$ cat config.mk
export PLATFORM = sky130hd
export DESIGN_NAME = gasp_sqrt
export DESIGN_NICKNAME = d
export VERILOG_FILES = /design/src/design/gasp_pkg.sv /design/src/design/gasp_sqrt.sv
export SDC_FILE = /design/constraint.sdc
export NUM_CORES = 1
export LEC_CHECK = 0
export BUFFER_PORTS_ARGS = -buffer_cell sky130_fd_sc_hd__buf_2
export CORE_MARGIN = 3
export CORE_UTILIZATION = 35
export CTS_BUF_LIST = sky130_fd_sc_hd__clkbuf_16
export DETAILED_ROUTE_END_ITERATION = 8
export GPL_TIMING_DRIVEN = 0
export PLACE_DENSITY = 0.52
export SLEW_MARGIN = 20
export SYNTH_ARGS = -nofsm -noshare
export SYNTH_HDL_FRONTEND = slang
export SYNTH_SLANG_ARGS = --single-unit
$ cat constraint.sdc
create_clock -name i_clk -period 6.9 [get_ports i_clk]
set_clock_uncertainty 0.2 [all_clocks]
set_input_delay 0 -clock i_clk [delete_from_list [all_inputs] [get_ports i_clk]]
set_output_delay 0 -clock i_clk [all_outputs]
set_load 0.02 [all_outputs]
$ cat src/design/gasp_pkg.sv
// Package for the grid A* path search block: sizes, costs, move tables and codes.
// Depends on nothing; every other design file imports it.
package gasp_pkg;

    localparam int MAX_COLUMNS = 64;
    localparam int MAX_ROWS    = 64;
    localparam int COL_W       = $clog2(MAX_COLUMNS);
    localparam int ROW_W       = $clog2(MAX_ROWS);
    localparam int IDX_W       = COL_W + ROW_W;
    localparam int CELL_COUNT  = MAX_COLUMNS * MAX_ROWS;
    localparam int DIM_W       = 7;
    localparam int COST_W      = 21;
    localparam int POS_W       = 6;

    localparam logic [COST_W-1:0] COST_LIMIT    = 21'h1FFFFF;
    localparam logic [COST_W-1:0] STEP_STRAIGHT = 21'd256;
    localparam logic [COST_W-1:0] STEP_DIAGONAL = 21'd362;

    // Input kinds.
    localparam logic [1:0] KIND_LOAD   = 2'd0;
    localparam logic [1:0] KIND_SEARCH = 2'd1;
    localparam logic [1:0] KIND_STEP   = 2'd2;

    // Register indexes.
    localparam logic [0:0] REG_WIDTH  = 1'b0;
    localparam logic [0:0] REG_HEIGHT = 1'b1;

    typedef struct packed {
        logic [1:0]       kind;
        logic [POS_W-1:0] pos_x;
        logic [POS_W-1:0] pos_y;
        logic             blocked;
        logic [POS_W-1:0] goal_x;
        logic [POS_W-1:0] goal_y;
    } t_in_item;

    typedef struct packed {
        logic              found;
        logic [COST_W-1:0] path_cost;
        logic [POS_W-1:0]  step_x;
        logic [POS_W-1:0]  step_y;
        logic              last;
    } t_out_item;

    // Request to and answer from the shared square-root unit.
    typedef struct packed {
        logic        start;
        logic [31:0] radicand;
    } t_sqrt_req;

    typedef struct packed {
        logic        done;
        logic [15:0] root;
    } t_sqrt_rsp;

    // Move offsets, encoded as +1 / 0 / -1.
    function automatic logic [1:0] move_dx(input logic [2:0] d);
        unique case (d)
            3'd0, 3'd6, 3'd7: move_dx = 2'b01;
            3'd2, 3'd4, 3'd5: move_dx = 2'b11;
            default:          move_dx = 2'b00;
        endcase
    endfunction

    function automatic logic [1:0] move_dy(input logic [2:0] d);
        unique case (d)
            3'd1, 3'd5, 3'd7: move_dy = 2'b01;
            3'd3, 3'd4, 3'd6: move_dy = 2'b11;
            default:          move_dy = 2'b00;
        endcase
    endfunction

endpackage

$ cat src/design/gasp_sqrt.sv
// Bit-serial integer square root with round to nearest, one result bit per cycle.
// Depends on gasp_pkg for the request and answer structs.
module gasp_sqrt (
    input  logic                 i_clk,
    input  logic                 i_rst_n,
    input  gasp_pkg::t_sqrt_req  i_req,
    output gasp_pkg::t_sqrt_rsp  o_rsp
);
    import gasp_pkg::*;

    logic [33:0] r_rem;
    logic [31:0] r_num;
    logic [15:0] r_root;
    logic [4:0]  r_cnt;
    logic        r_busy;
    logic        r_done;
    logic [33:0] n_rem;
    logic [33:0] n_trial;
    logic [16:0] n_rnd;

    // One restoring step: bring down two radicand bits and try root*4+1.
    always_comb begin
        n_rem   = {r_rem[31:0], r_num[31:30]};
        n_trial = {16'd0, r_root, 2'b01};
        n_rnd   = {1'b0, r_root} + 17'd1;
    end

    always_ff @(posedge i_clk) begin
        if (!i_rst_n) begin
            r_busy <= 1'b0;
            r_done <= 1'b0;
        end else begin
            r_done <= 1'b0;
            if (i_req.start) begin
                r_busy <= 1'b1;
                r_cnt  <= 5'd0;
                r_rem  <= '0;
                r_root <= '0;
                r_num  <= i_req.radicand;
            end else if (r_busy) begin
                if (r_cnt == 5'd16) begin
                    // Remainder above root means the nearest integer is root+1.
                    if (r_rem > {18'd0, r_root}) r_root <= n_rnd[15:0];
                    r_busy <= 1'b0;
                    r_done <= 1'b1;
                end else begin
                    r_num <= {r_num[29:0], 2'b00};
                    r_cnt <= r_cnt + 5'd1;
                    if (n_rem >= n_trial) begin
                        r_rem  <= n_rem - n_trial;
                        r_root <= {r_root[14:0], 1'b1};
                    end else begin
                        r_rem  <= n_rem;
                        r_root <= {r_root[14:0], 1'b0};
                    end
                end
            end
        end
    end

    assign o_rsp.done = r_done;
    assign o_rsp.root = r_root;

`ifndef SYNTHESIS
    a_done_pulse: assert property (@(posedge i_clk) disable iff (!i_rst_n)
        r_done |=> !r_done) else $error("sqrt done held");
    a_done_after_busy: assert property (@(posedge i_clk) disable iff (!i_rst_n)
        $rose(r_done) |-> $past(r_busy)) else $error("sqrt done without work");
    a_cnt_bound: assert property (@(posedge i_clk) disable iff (!i_rst_n)
        r_busy |-> r_cnt <= 5'd16) else $error("sqrt count overrun");
`endif
endmodule

### After elaboration in Yosys (flattened, before gate mapping)

Cells that the tools add are included.

| storage, ports and cells | value |
|---|---|
| flip-flop bits (word level) | 89 |
| input port bits | 35 |
| output and inout bits | 17 |
| word-level logic and storage cells | 36 |

| operators by class | value |
|---|---|
| add/subtract/negate cells | 3 |
| order comparisons | 2 |
| equality and inequality tests | 3 |
| mux-type cells | 16 |
| bitwise operators | 2 |
| reductions and logical operators | 4 |

Operators with widths:

| kind | number |
|---|---|
| 2-to-1 mux 34 bit | 3 |
| 2-to-1 mux 32 bit | 3 |
| 2-to-1 mux 16 bit | 3 |
| >= comparator 34 x 18 -> 1 bit | 1 |
| greater-than comparator 34 x 16 -> 1 bit | 1 |
| subtractor 34 x 18 -> 34 bit | 1 |
| adder 16 x 1 -> 16 bit, second input constant | 1 |
| 2-to-1 mux 5 bit | 2 |
| AND reduction 3 bit | 2 |
| adder 5 x 1 -> 5 bit, second input constant | 1 |
| == test 5 bit, second input constant | 1 |
| 2-to-1 mux 1 bit | 5 |
| != test 3 x 2 -> 1 bit, second input constant | 1 |
| OR reduction 3 bit | 1 |
| != test 2 bit, second input constant | 1 |
| inverter 1 bit | 2 |
| nonzero test 2 bit | 1 |

### Longest topological paths before layout

Gate-level depths: netlist of the first run.

| depth | value |
|---|---|
| word-level depth | 4 |
| gate-level depth with buffers | 13 |
| mapped depth without buffers | 9 |

### Least setup slack after synthesis of the first run

OpenSTA, ideal clock, no wires.

| timing path | value |
|---|---|
| path kind | register to register |
| start | register r_cnt[0] |
| end | register r_cnt[0] (enable) |
| library setup time | 0.508 ns |
| arrival | 4.059 ns |
| required time | 6.192 ns |
| path slack | 2.133 ns |
| stages on the path, launching flop included | 6 |
| path buffers | 0 |
| period minus slack after synthesis | 4.767 ns |
| cells stage by stage | edfxtp_1 -> inv_1 -> ha_1 -> nand4bb_1 -> a21oi_1 -> nor2b_1 |

| between the ends | value |
|---|---|
| longest elaborated chain between the ends | 3 |

RTL lines:

| element | line | source |
|---|---|---|
| start: declaration | gasp_sqrt.sv:14 | `logic [4:0] r_cnt;` |
| start signal: assignment | gasp_sqrt.sv:48 | `r_cnt <= r_cnt + 5'd1;` |
| == test 5 bit | gasp_sqrt.sv:41 | `if (r_cnt == 5'd16) begin` |
| != test 2 bit (no line) | n/a |  |
| AND reduction 3 bit (no line) | n/a |  |

No other way between the ends.
A chain may end at the register's enable or synchronous reset.

### Worst setup path after layout of the first run

| timing path | value |
|---|---|
| start | register r_root[12] |
| end | register r_rem[29] (data pin) |

| between the ends | value |
|---|---|
| longest elaborated chain between the ends | 4 |
| elaborated cells on any way between the ends | 5 |
| classes of those cells | add/sub: 1; order compare: 1; mux: 3 |

RTL lines:

| element | line | source |
|---|---|---|
| start: declaration | gasp_sqrt.sv:13 | `logic [15:0] r_root;` |
| start signal: assignment | gasp_sqrt.sv:43 | `if (r_rem > {18'd0, r_root}) r_root <= n_rnd[15:0];` |
| start signal: assignment | gasp_sqrt.sv:51 | `r_root <= {r_root[14:0], 1'b1};` |
| start signal: assignment | gasp_sqrt.sv:54 | `r_root <= {r_root[14:0], 1'b0};` |
| subtractor 34 x 18 -> 34 bit or >= comparator 34 x 18 -> 1 bit (tied branches) | gasp_sqrt.sv:50, gasp_sqrt.sv:49 |  |
| 2-to-1 mux 34 bit * | gasp_sqrt.sv:49 | `if (n_rem >= n_trial) begin` |
| 2-to-1 mux 34 bit * | gasp_sqrt.sv:41 |  |
| 2-to-1 mux 34 bit * | gasp_sqrt.sv:40 | `end else if (r_busy) begin` |
| end signal: assignment | gasp_sqrt.sv:50 | `r_rem <= n_rem - n_trial;` |
| end signal: assignment | gasp_sqrt.sv:53 | `r_rem <= n_rem;` |
| end: declaration | gasp_sqrt.sv:11 | `logic [33:0] r_rem;` |

Every way passes the cells marked *; elsewhere a longest branch is shown, timed or not. The select of a mux whose other input is x is not followed.

==> metrics.sh, run 1 <==
RSZ0062_AT_GRT='false'
CTS-BUFFERS-INSERTED=9
SYNTH_SEQ_CELLS=89
DRIVE_ABOVE_1_SHARE_PCT=18.6
POWER.SWITCHING_FRACTION_PCT=31.6
YS_TYPES=68
LAYOUT.NETS=704
RUN_STATUS='completed'
POST-SYNTH-TOP-AREA-FRACTION_PCT=46.3
CLOCK_TREE.BUFFER_DEPTH=2
PLACE.GP.CONGESTION=0.919
CLOCK_PIN_SLEW_ON_THE_WORST_SETUP_AND_HOLD_PATHS_NS=0.07
POST_SYN_NETS=607
FOOTPRINT_OF_THE_MULTI_INPUT_GATES_UM2=2740
WORST_HOLD_PATH_TYPE='primary input to flop'
WORST_SLEW_SLACK_AS_A_FRACTION_OF_ITS_LIMIT_PCT=44.0
DPL_CELL_AREA_UM2=6220
TOTAL_SWITCHING_POWER_W=0.000520
LAYOUT_SETUP_WS_NS=3.10
CORE_UM2=15500
FINAL.FILL_COUNT=1491
DIE_HEIGHT_UM=133
VIAS=4538
YS_ASYNC_SR_FRACTION_PCT=0
FINALCRITICALPERIOD_NS=3.80
HTREEDEPTH=3
CTS_TREE='built'
MAX_SLEW.WORST_PIN.SLEW_NS=0.840
FINAL_AREA_UM2=6870
TRACK_USAGE_PCT=16.3
NUMCLOCKSINKS=89
SYNTH_XOR_XNOR_AREA_SHARE_PCT=4.82
GRT.OVERFLOW.TOTAL=0
SLOWEST_DELAY_NS=0.46
NUMPORTBUFFERS=50
DPL_WORST_SLACK_NS=3.13
SYNTH.TOP_CELLS.BY_AREA='sky130_fd_sc_hd__edfxtp_1 46%, sky130_fd_sc_hd__mux2_2 6.2%, sky130_fd_sc_hd__ha_1 4.9%, sky130_fd_sc_hd__nor2_1 3.9%, sky130_fd_sc_hd__a21oi_1 3.6%'
SYNTH_COMPOUND_AREA_SHARE_PCT=12.9
CTS-ROOT-BUF='sky130_fd_sc_hd__clkbuf_16'
YS_WARN_COUNT=0
CP_DATA_ARRIVAL_TIME_NS=3.71
NUM_IO_PINS=52
DR.FIRST_ITER.DRC_COUNT=305
GRT_FIRST_PASS_WIRELENGTH_MM=22.9
SETUP-TNS-FINAL_NS=0
ANTENNA_FOUND_INITIAL=0
LAYOUT-AREA-OVERHEAD-VS-SYNTH_PCT=21.8
PEAKVDDDROP_mV=0.142
SYNTH_EDF_COUNT=87
FINALHOLDVIOLCOUNT=0
SYNTHESIS.AREA_UM2=5640
DPL.HPWL_MM=10.1
WORSTSETUPENDPOINTTYPE='flop'
YOSYS.AREA_SHARE.SIMPLE_PCT=18.3
SYNTH_TOP_FAMILY_BY_AREA='simple AND/OR/NAND/NOR gates'
CRIT_REQUIRED_NS=6.81
SYNTH.CELLS.MOST_FREQUENT='87 x sky130_fd_sc_hd__edfxtp_1, 58 x sky130_fd_sc_hd__nor2_1, 42 x sky130_fd_sc_hd__nand2_1'
VIA_PER_INST=5.26
STARTPOINT_TYPE='flop'
PATH_MAX_FANOUT=10
SYNTHDOMINANTAREACELLTYPE='sky130_fd_sc_hd__edfxtp_1'
SYNTHESIS.INSTANCES=550
CP_COMMON_CELL='sky130_fd_sc_hd__clkbuf_1'
POWER.SEQUENTIAL.FRACTION_PCT=42.1
PROPORTION_OF_POWER_DRAWN_BY_COMBINATIONAL_GATES_PCT=25.4
POWER_REPORT.INTERNAL_TOTAL_W=0.00112
MAX_CAP_VIOLATIONS=0
CLOCK_POWER_SHARE_PCT=32.5
SYNTH.AVG_CELL_AREA_UM2=10.2
FINAL_MIN_PERIOD_OVER_CLOCK_PERIOD_PCT=55.1
CRITICAL-PATH-SLOWEST-CELL='sky130_fd_sc_hd__nor4_2'
FINAL_MAX_SLEW_VIOL_COUNT=0
WORSTPATHBUFFERINVERTERCOUNT=3
FINAL_WIRELENGTH_MM=14.0
YOSYS_MOST_USED_DFF='sky130_fd_sc_hd__edfxtp_1'
LARGEST_NET_DEGREE_AT_THE_START_OF_GLOBAL_ROUTING=26
P_LEAK_nW=2.53
FLOORPLAN.INITIALDENSITY_PCT=36.4
INSERTION_DELAY_NS=0.36
YOSYSSEQAREASHARE_PCT=47.1
FIN_UTIL_PCT=44.3
DIE_W_UM=133
CRITICAL_PATH.TOP_DELAY_FAMILY='simple AND/OR/NAND/NOR gates'
MAX_FREQ_MHz=263
SETUP-VIOLATIONS-FINAL=0
PATH_CLASS='flop to flop'
AVGROUTEDWIREPERCELL_UM=16.2
MUXSHAREOFSYNTHAREA_PCT=7.46
YOSYSMOSTFREQUENTCELL='sky130_fd_sc_hd__edfxtp_1'
ROUTE.ANTENNA.REMAINING_NETS=0
YOSYS.AREA_SHARE.ADDER_PCT=4.88
DIE-AREA_UM2=17700
DRT_DRC=0
PATH_CELLS='clkbuf_1 -> inv_1 -> ha_1 -> clkbuf_1 -> nand4_1 -> nor4_2 -> a211oi_4 -> nand4_2 -> nand3_2 -> nor3_1 -> mux2_1'
DRT_FIRST_PASS_ITERS=5
STD_CELL_ROWS=45
ANTENNADIODECOUNT=0
POWERDENSITY_nW_PER_UM2=239
REGISTER_AREA_UM2=2650
FIRST_GLOBAL_VIAS=4426
[final cells by class]
class                      instances  area share, %
buffer                            32           2.33
clock buffer                       9           3.28
clock inverter                     7           1.31
inverter                          26           1.42
multi-input combinational        403           39.9
sequential                        89           38.6
tap                              211           3.84
timing repair buffer              86           9.31
[cells in the final DEF (no fill, tap or decap), types with 19 or more instances in the layout]
master                           n
sky130_fd_sc_hd__o21ai_0        21
sky130_fd_sc_hd__nand2_1        42
sky130_fd_sc_hd__nor2_1         58
sky130_fd_sc_hd__nand3_1        20
sky130_fd_sc_hd__inv_1          26
sky130_fd_sc_hd__dlygate4sd3_1  33
sky130_fd_sc_hd__buf_2          51
sky130_fd_sc_hd__mux2_2         31
sky130_fd_sc_hd__a21oi_1        41
sky130_fd_sc_hd__xnor2_1        19
sky130_fd_sc_hd__ha_1           22
sky130_fd_sc_hd__edfxtp_1       87
sky130_fd_sc_hd__clkbuf_1       23
[sequential cells by signal, summed over array words and instances, names as in the netlist]
signal	count
r_done	1
r_root	16
r_cnt	5
r_num	32
r_rem	34
r_busy	1
[tightest hold or removal path: cells and delay by family]
family / cells / cell delay (ns)
buffers and inverters: 1 / 0.23
muxes: 1 / 0.12
and+or+nand+nor: 1 / 0.15
[kinds of logic (layout without fill, tap and decap cells)]
logic type,Yosys count,after routing
AND/OR/NAND/NOR,199,199
AO/OA/AOI/OAI,113,113
flip-flops,89,89
buffers and inverters,58,160
multiplexers,38,38
XOR/XNOR,31,31
adder cells (fa/ha/maj),22,22
[power groups by stage]
stage	Clock, W	Combinational, W	Sequential, W
6_report	0.000534	0.000417	0.000692
5_1_grt	0.000570	0.000467	0.000699
4_1_cts	0.000548	0.000416	0.000692
3_5_place_dp	0	0.000400	0.000704
3_3_place_gp	0	0.000389	0.000707
2_1_floorplan	0	0.000289	0.000709
[timing repair]
item                                    CTS  global route
setup buffers                             0             0
endpoints found under the hold margin    56             0
gates resized for setup                   0             0
hold buffers                             33             0
endpoints found under the setup margin    0             0
[through the flow]
stage,power [W],instances,hold slack [ns]
3_5_place_dp,0.00110,814,0.0782
3_3_place_gp,0.00110,811,0.0574
6_report,0.00164,863,0.0508
5_1_grt,0.00174,863,0.0855
4_1_cts,0.00166,863,0.0462
2_1_floorplan,0.000998,550,-0.0748
[worst paths after layout]
| kind | from | endpoint | depth (start not counted) | slack [ns] |
|---|---|---|---|---|
| setup / recovery | r_root[12] | r_rem[29] | 11 | 3.10 |
| hold / removal | i_req[32] | r_rem[29] | 3 | 0.05 |
| setup reg to reg | r_root[12] | r_rem[29] | 11 | 3.10 |
| hold reg to reg | r_busy | r_done | 2 | 0.27 |
[layer usage]
layer | GRT usage [%] | wire [um] | vias up
met1 | 21.8 | 6460 | 2170
li1 | - | - | 2240
met5 | 0 | 0 | -
met3 | 4.37 | 721 | 23
met4 | 6.12 | 278 | 0
met2 | 25.5 | 6560 | 105
Note: power is estimated with default switching activity, not from simulation.
==> run 2: changes to the inputs <==
- PLACE_DENSITY: 0.52 -> 0.54
- clock period: 6.9 -> 3.4 ns (I/O delays scaled with it)
==> run 2 against run 1 <==
Net effect:
- maximum frequency rose by 18%
- via count rose by 3.1%
- cell count rose by 0.46%
- hold slack improved by 0.0095 ns
==> metrics.sh, run 2 (synthesis results as in run 1) <==
RUN_STATUS='completed'
DPL_WORST_SLACK_NS=-0.508  # -3.64 ns
GRT.OVERFLOW.TOTAL=0  # unchanged
POWERDENSITY_nW_PER_UM2=477  # +99%
HP-START='i_req[32]'
WORST_HOLD_PATH_CELL_COUNT=3  # unchanged
NUM_IO_PINS=52  # unchanged
SETUP-VIOLATIONS-FINAL=0  # unchanged
P_LEAK_nW=2.57  # +1.7%
FLOORPLAN.INITIALDENSITY_PCT=36.4  # unchanged
DRIVE_ABOVE_1_SHARE_PCT=21.3  # +2.8 points
WORST_HOLD_PATH_TYPE='primary input to flop'
GRT_FIRST_PASS_WIRELENGTH_MM=23.1  # +0.51%
PATH_CLASS='flop to flop'
CLOCK_TREE.BUFFER_DEPTH=2  # unchanged
CORE_UM2=15500  # unchanged
FINALCRITICALPERIOD_NS=3.22  # -0.577 ns
DPL.HPWL_MM=10.1  # +0.50%
VIA_PER_INST=5.40  # +2.7%
LAYOUT_COMMONEST_CELL='sky130_fd_sc_hd__edfxtp_1'
LARGEST_REGISTER_FF_COUNT=34  # unchanged
REG2REGPATHDEPTH=9  # -2
FINAL_MIN_PERIOD_OVER_CLOCK_PERIOD_PCT=94.8  # +40 points
GROUTE.LAYER.MET3.USAGE_PCT=3.35  # -1.0 points
MOST_USED_LAYER_GLOBAL_ROUTE='met2'
NUMCLOCKSINKS=89  # unchanged
LARGEST_REGISTERS='r_rem: 34 flops, r_num: 32 flops, r_root: 16 flops'
NUMPORTBUFFERS=50  # unchanged
FINAL_MAX_SLEW_VIOL_COUNT=0  # unchanged
ROUTE.ANTENNA.REMAINING_NETS=0  # unchanged
PATH_MAX_FANOUT=16  # +6
MAX_FLOP_REGISTER='r_rem'
STD_CELL_ROWS=45  # unchanged
ANTENNA_FOUND_INITIAL=0  # unchanged
FINAL_WIRELENGTH_MM=14.3  # +2.1%
R2R_START='r_rem[16]'
CTS-BUFFERS-INSERTED=9  # unchanged
GRT_UTIL_MET1_PCT=21.1  # -0.72 points
MAX_SLEW.WORST_PIN.SLEW_NS=0.808  # -0.0327 ns
PLACE.GP.CONGESTION=0.903  # -1.7%
CTS-ROOT-BUF='sky130_fd_sc_hd__clkbuf_16'
FIN_UTIL_PCT=45.1  # +0.79 points
DIE_W_UM=133  # unchanged
CRIT_REQUIRED_NS=3.30  # -3.51 ns
DRT_DRC=0  # unchanged
REG2REG_TO='r_root[14]'
DR.FIRST_ITER.DRC_COUNT=223  # -27%
DRT_FIRST_PASS_ITERS=5  # unchanged
FIRST_GLOBAL_VIAS=4548  # +2.8%
DIE_HEIGHT_UM=133  # unchanged
LAYOUT.NETS=708  # +0.57%
MAX_FREQ_MHz=310  # +18%
CP_DATA_ARRIVAL_TIME_NS=3.13  # -0.58 ns
CTS_TREE='built'
WORST_SLEW_SLACK_AS_A_FRACTION_OF_ITS_LIMIT_PCT=46.1  # +2.2 points
HTREEDEPTH=3  # unchanged
MAX_CAP_VIOLATIONS=0  # unchanged
VIAS=4680  # +3.1%
LARGEST_NET_DEGREE_AT_THE_START_OF_GLOBAL_ROUTING=29  # +12%
DIE-AREA_UM2=17700  # unchanged
TRACK_USAGE_PCT=16.2  # -0.11 points
PEAKVDDDROP_mV=0.231  # +62%
SETUP-TNS-FINAL_NS=0  # unchanged
CLOCK_PIN_SLEW_ON_THE_WORST_SETUP_AND_HOLD_PATHS_NS=0.07  # about the same
LAYOUT_SETUP_WS_NS=0.177  # -2.92 ns
FIN_TOTAL_PWR_W=0.00333  # +100%
REG2REG_SLACK_NS=0.18  # -2.92 ns
AVGROUTEDWIREPERCELL_UM=16.5  # +1.6%
WORSTSETUPENDPOINTTYPE='flop'
GR-USAGE-MET2_PCT=27.3  # +1.7 points
LAYOUT-AREA-OVERHEAD-VS-SYNTH_PCT=24.0
INSERTION_DELAY_NS=0.35  # about the same
STARTPOINT_TYPE='flop'
FINALHOLDVIOLCOUNT=0  # unchanged
RSZ0062_AT_GRT='true'
COMMONEST_CELLS_AFTER_ROUTING_FILL_AND_TAPS_ASIDE='87 x sky130_fd_sc_hd__edfxtp_1, 58 x sky130_fd_sc_hd__nor2_1, 52 x sky130_fd_sc_hd__buf_2'
ANTENNADIODECOUNT=0  # unchanged
HOLD_END='r_rem[29]'
-- run 2: changes by cell type in the layout (fill, tap and decap cells not counted), moves of 3 or more --
cell and change:
sky130_fd_sc_hd__buf_4 +11, sky130_fd_sc_hd__clkbuf_1 -7, sky130_fd_sc_hd__ha_1 -3, sky130_fd_sc_hd__ha_2 +3, sky130_fd_sc_hd__inv_8 -3
-- run 2: where the power goes --
group | switching, W | internal [W] | leakage [nW] | total [W]
Sequential | 0.0000679 | 0.00133 | 0.869 | 0.00140
Clock | 0.000460 | 0.000581 | 0.153 | 0.00104
Combinational | 0.000512 | 0.000378 | 1.55 | 0.000890
-- run 2: metal layers --
metal,wire length [um],vias up
met5,0,-
met4,259,0
met3,654,21
met2,6950,121
met1,6450,2291
li1,-,2247
-- run 2: worst max-delay path by stage --
stage	slack (ns)	to	depth (start not counted)	from
global placement	-0.31	r_rem[29]	11	r_root[12]
detailed placement	-0.51	r_root[12]	9	r_root[7]
global route	-0.02	r_rem[29]	10	r_root[8]
finish	0.18	r_root[14]	9	r_rem[16]
floorplan	0.07	r_rem[25]	13	r_root[12]
CTS	0.02	r_rem[25]	13	r_root[12]
-- run 2: per-stage QoR --
stage,cell area (um^2),cells,hold slack [ns]
CTS,6890,862,0.0583
global route,6990,867,0.101
floorplan,5650,550,-0.0748
detailed placement,6210,813,0.0821
global placement,6160,811,0.0616
finish,6990,867,0.0603
-- run 2: what timing repair did --
action / in CTS / in global routing
hold buffers: 33 / 0
cloned: 0 / 0
hold endpoints to repair: 34 / 0
setup endpoints to repair: 40 / 39
buffers inserted: 2 / 10
resized for setup: 4 / 10
pin swaps: 2 / 1
-- run 2: final cells by class --
| cell class | instances | area (um^2) |
|---|---|---|
| fillers | 1466 | 8490 |
| multi-input cells | 403 | 2810 |
| flip-flops and latches | 89 | 2650 |
| repair buffers | 97 | 731 |
| well taps | 211 | 264 |
| clock buffers | 9 | 225 |
| plain buffers | 25 | 134 |
| inverters | 26 | 97.6 |
| clock inverters | 7 | 77.6 |
-- run 2: worst max-delay path, stage by stage (launching register included) --
cell and delay (ns):
sky130_fd_sc_hd__edfxtp_1 0.37, sky130_fd_sc_hd__clkbuf_1 0.21, sky130_fd_sc_hd__or2_2 0.40, sky130_fd_sc_hd__or3_1 0.32
sky130_fd_sc_hd__o32ai_1 0.22, sky130_fd_sc_hd__nand3_1 0.24, sky130_fd_sc_hd__or4_1 0.46, sky130_fd_sc_hd__a21oi_1 0.27
sky130_fd_sc_hd__o21ai_4 0.09, sky130_fd_sc_hd__buf_12 0.18
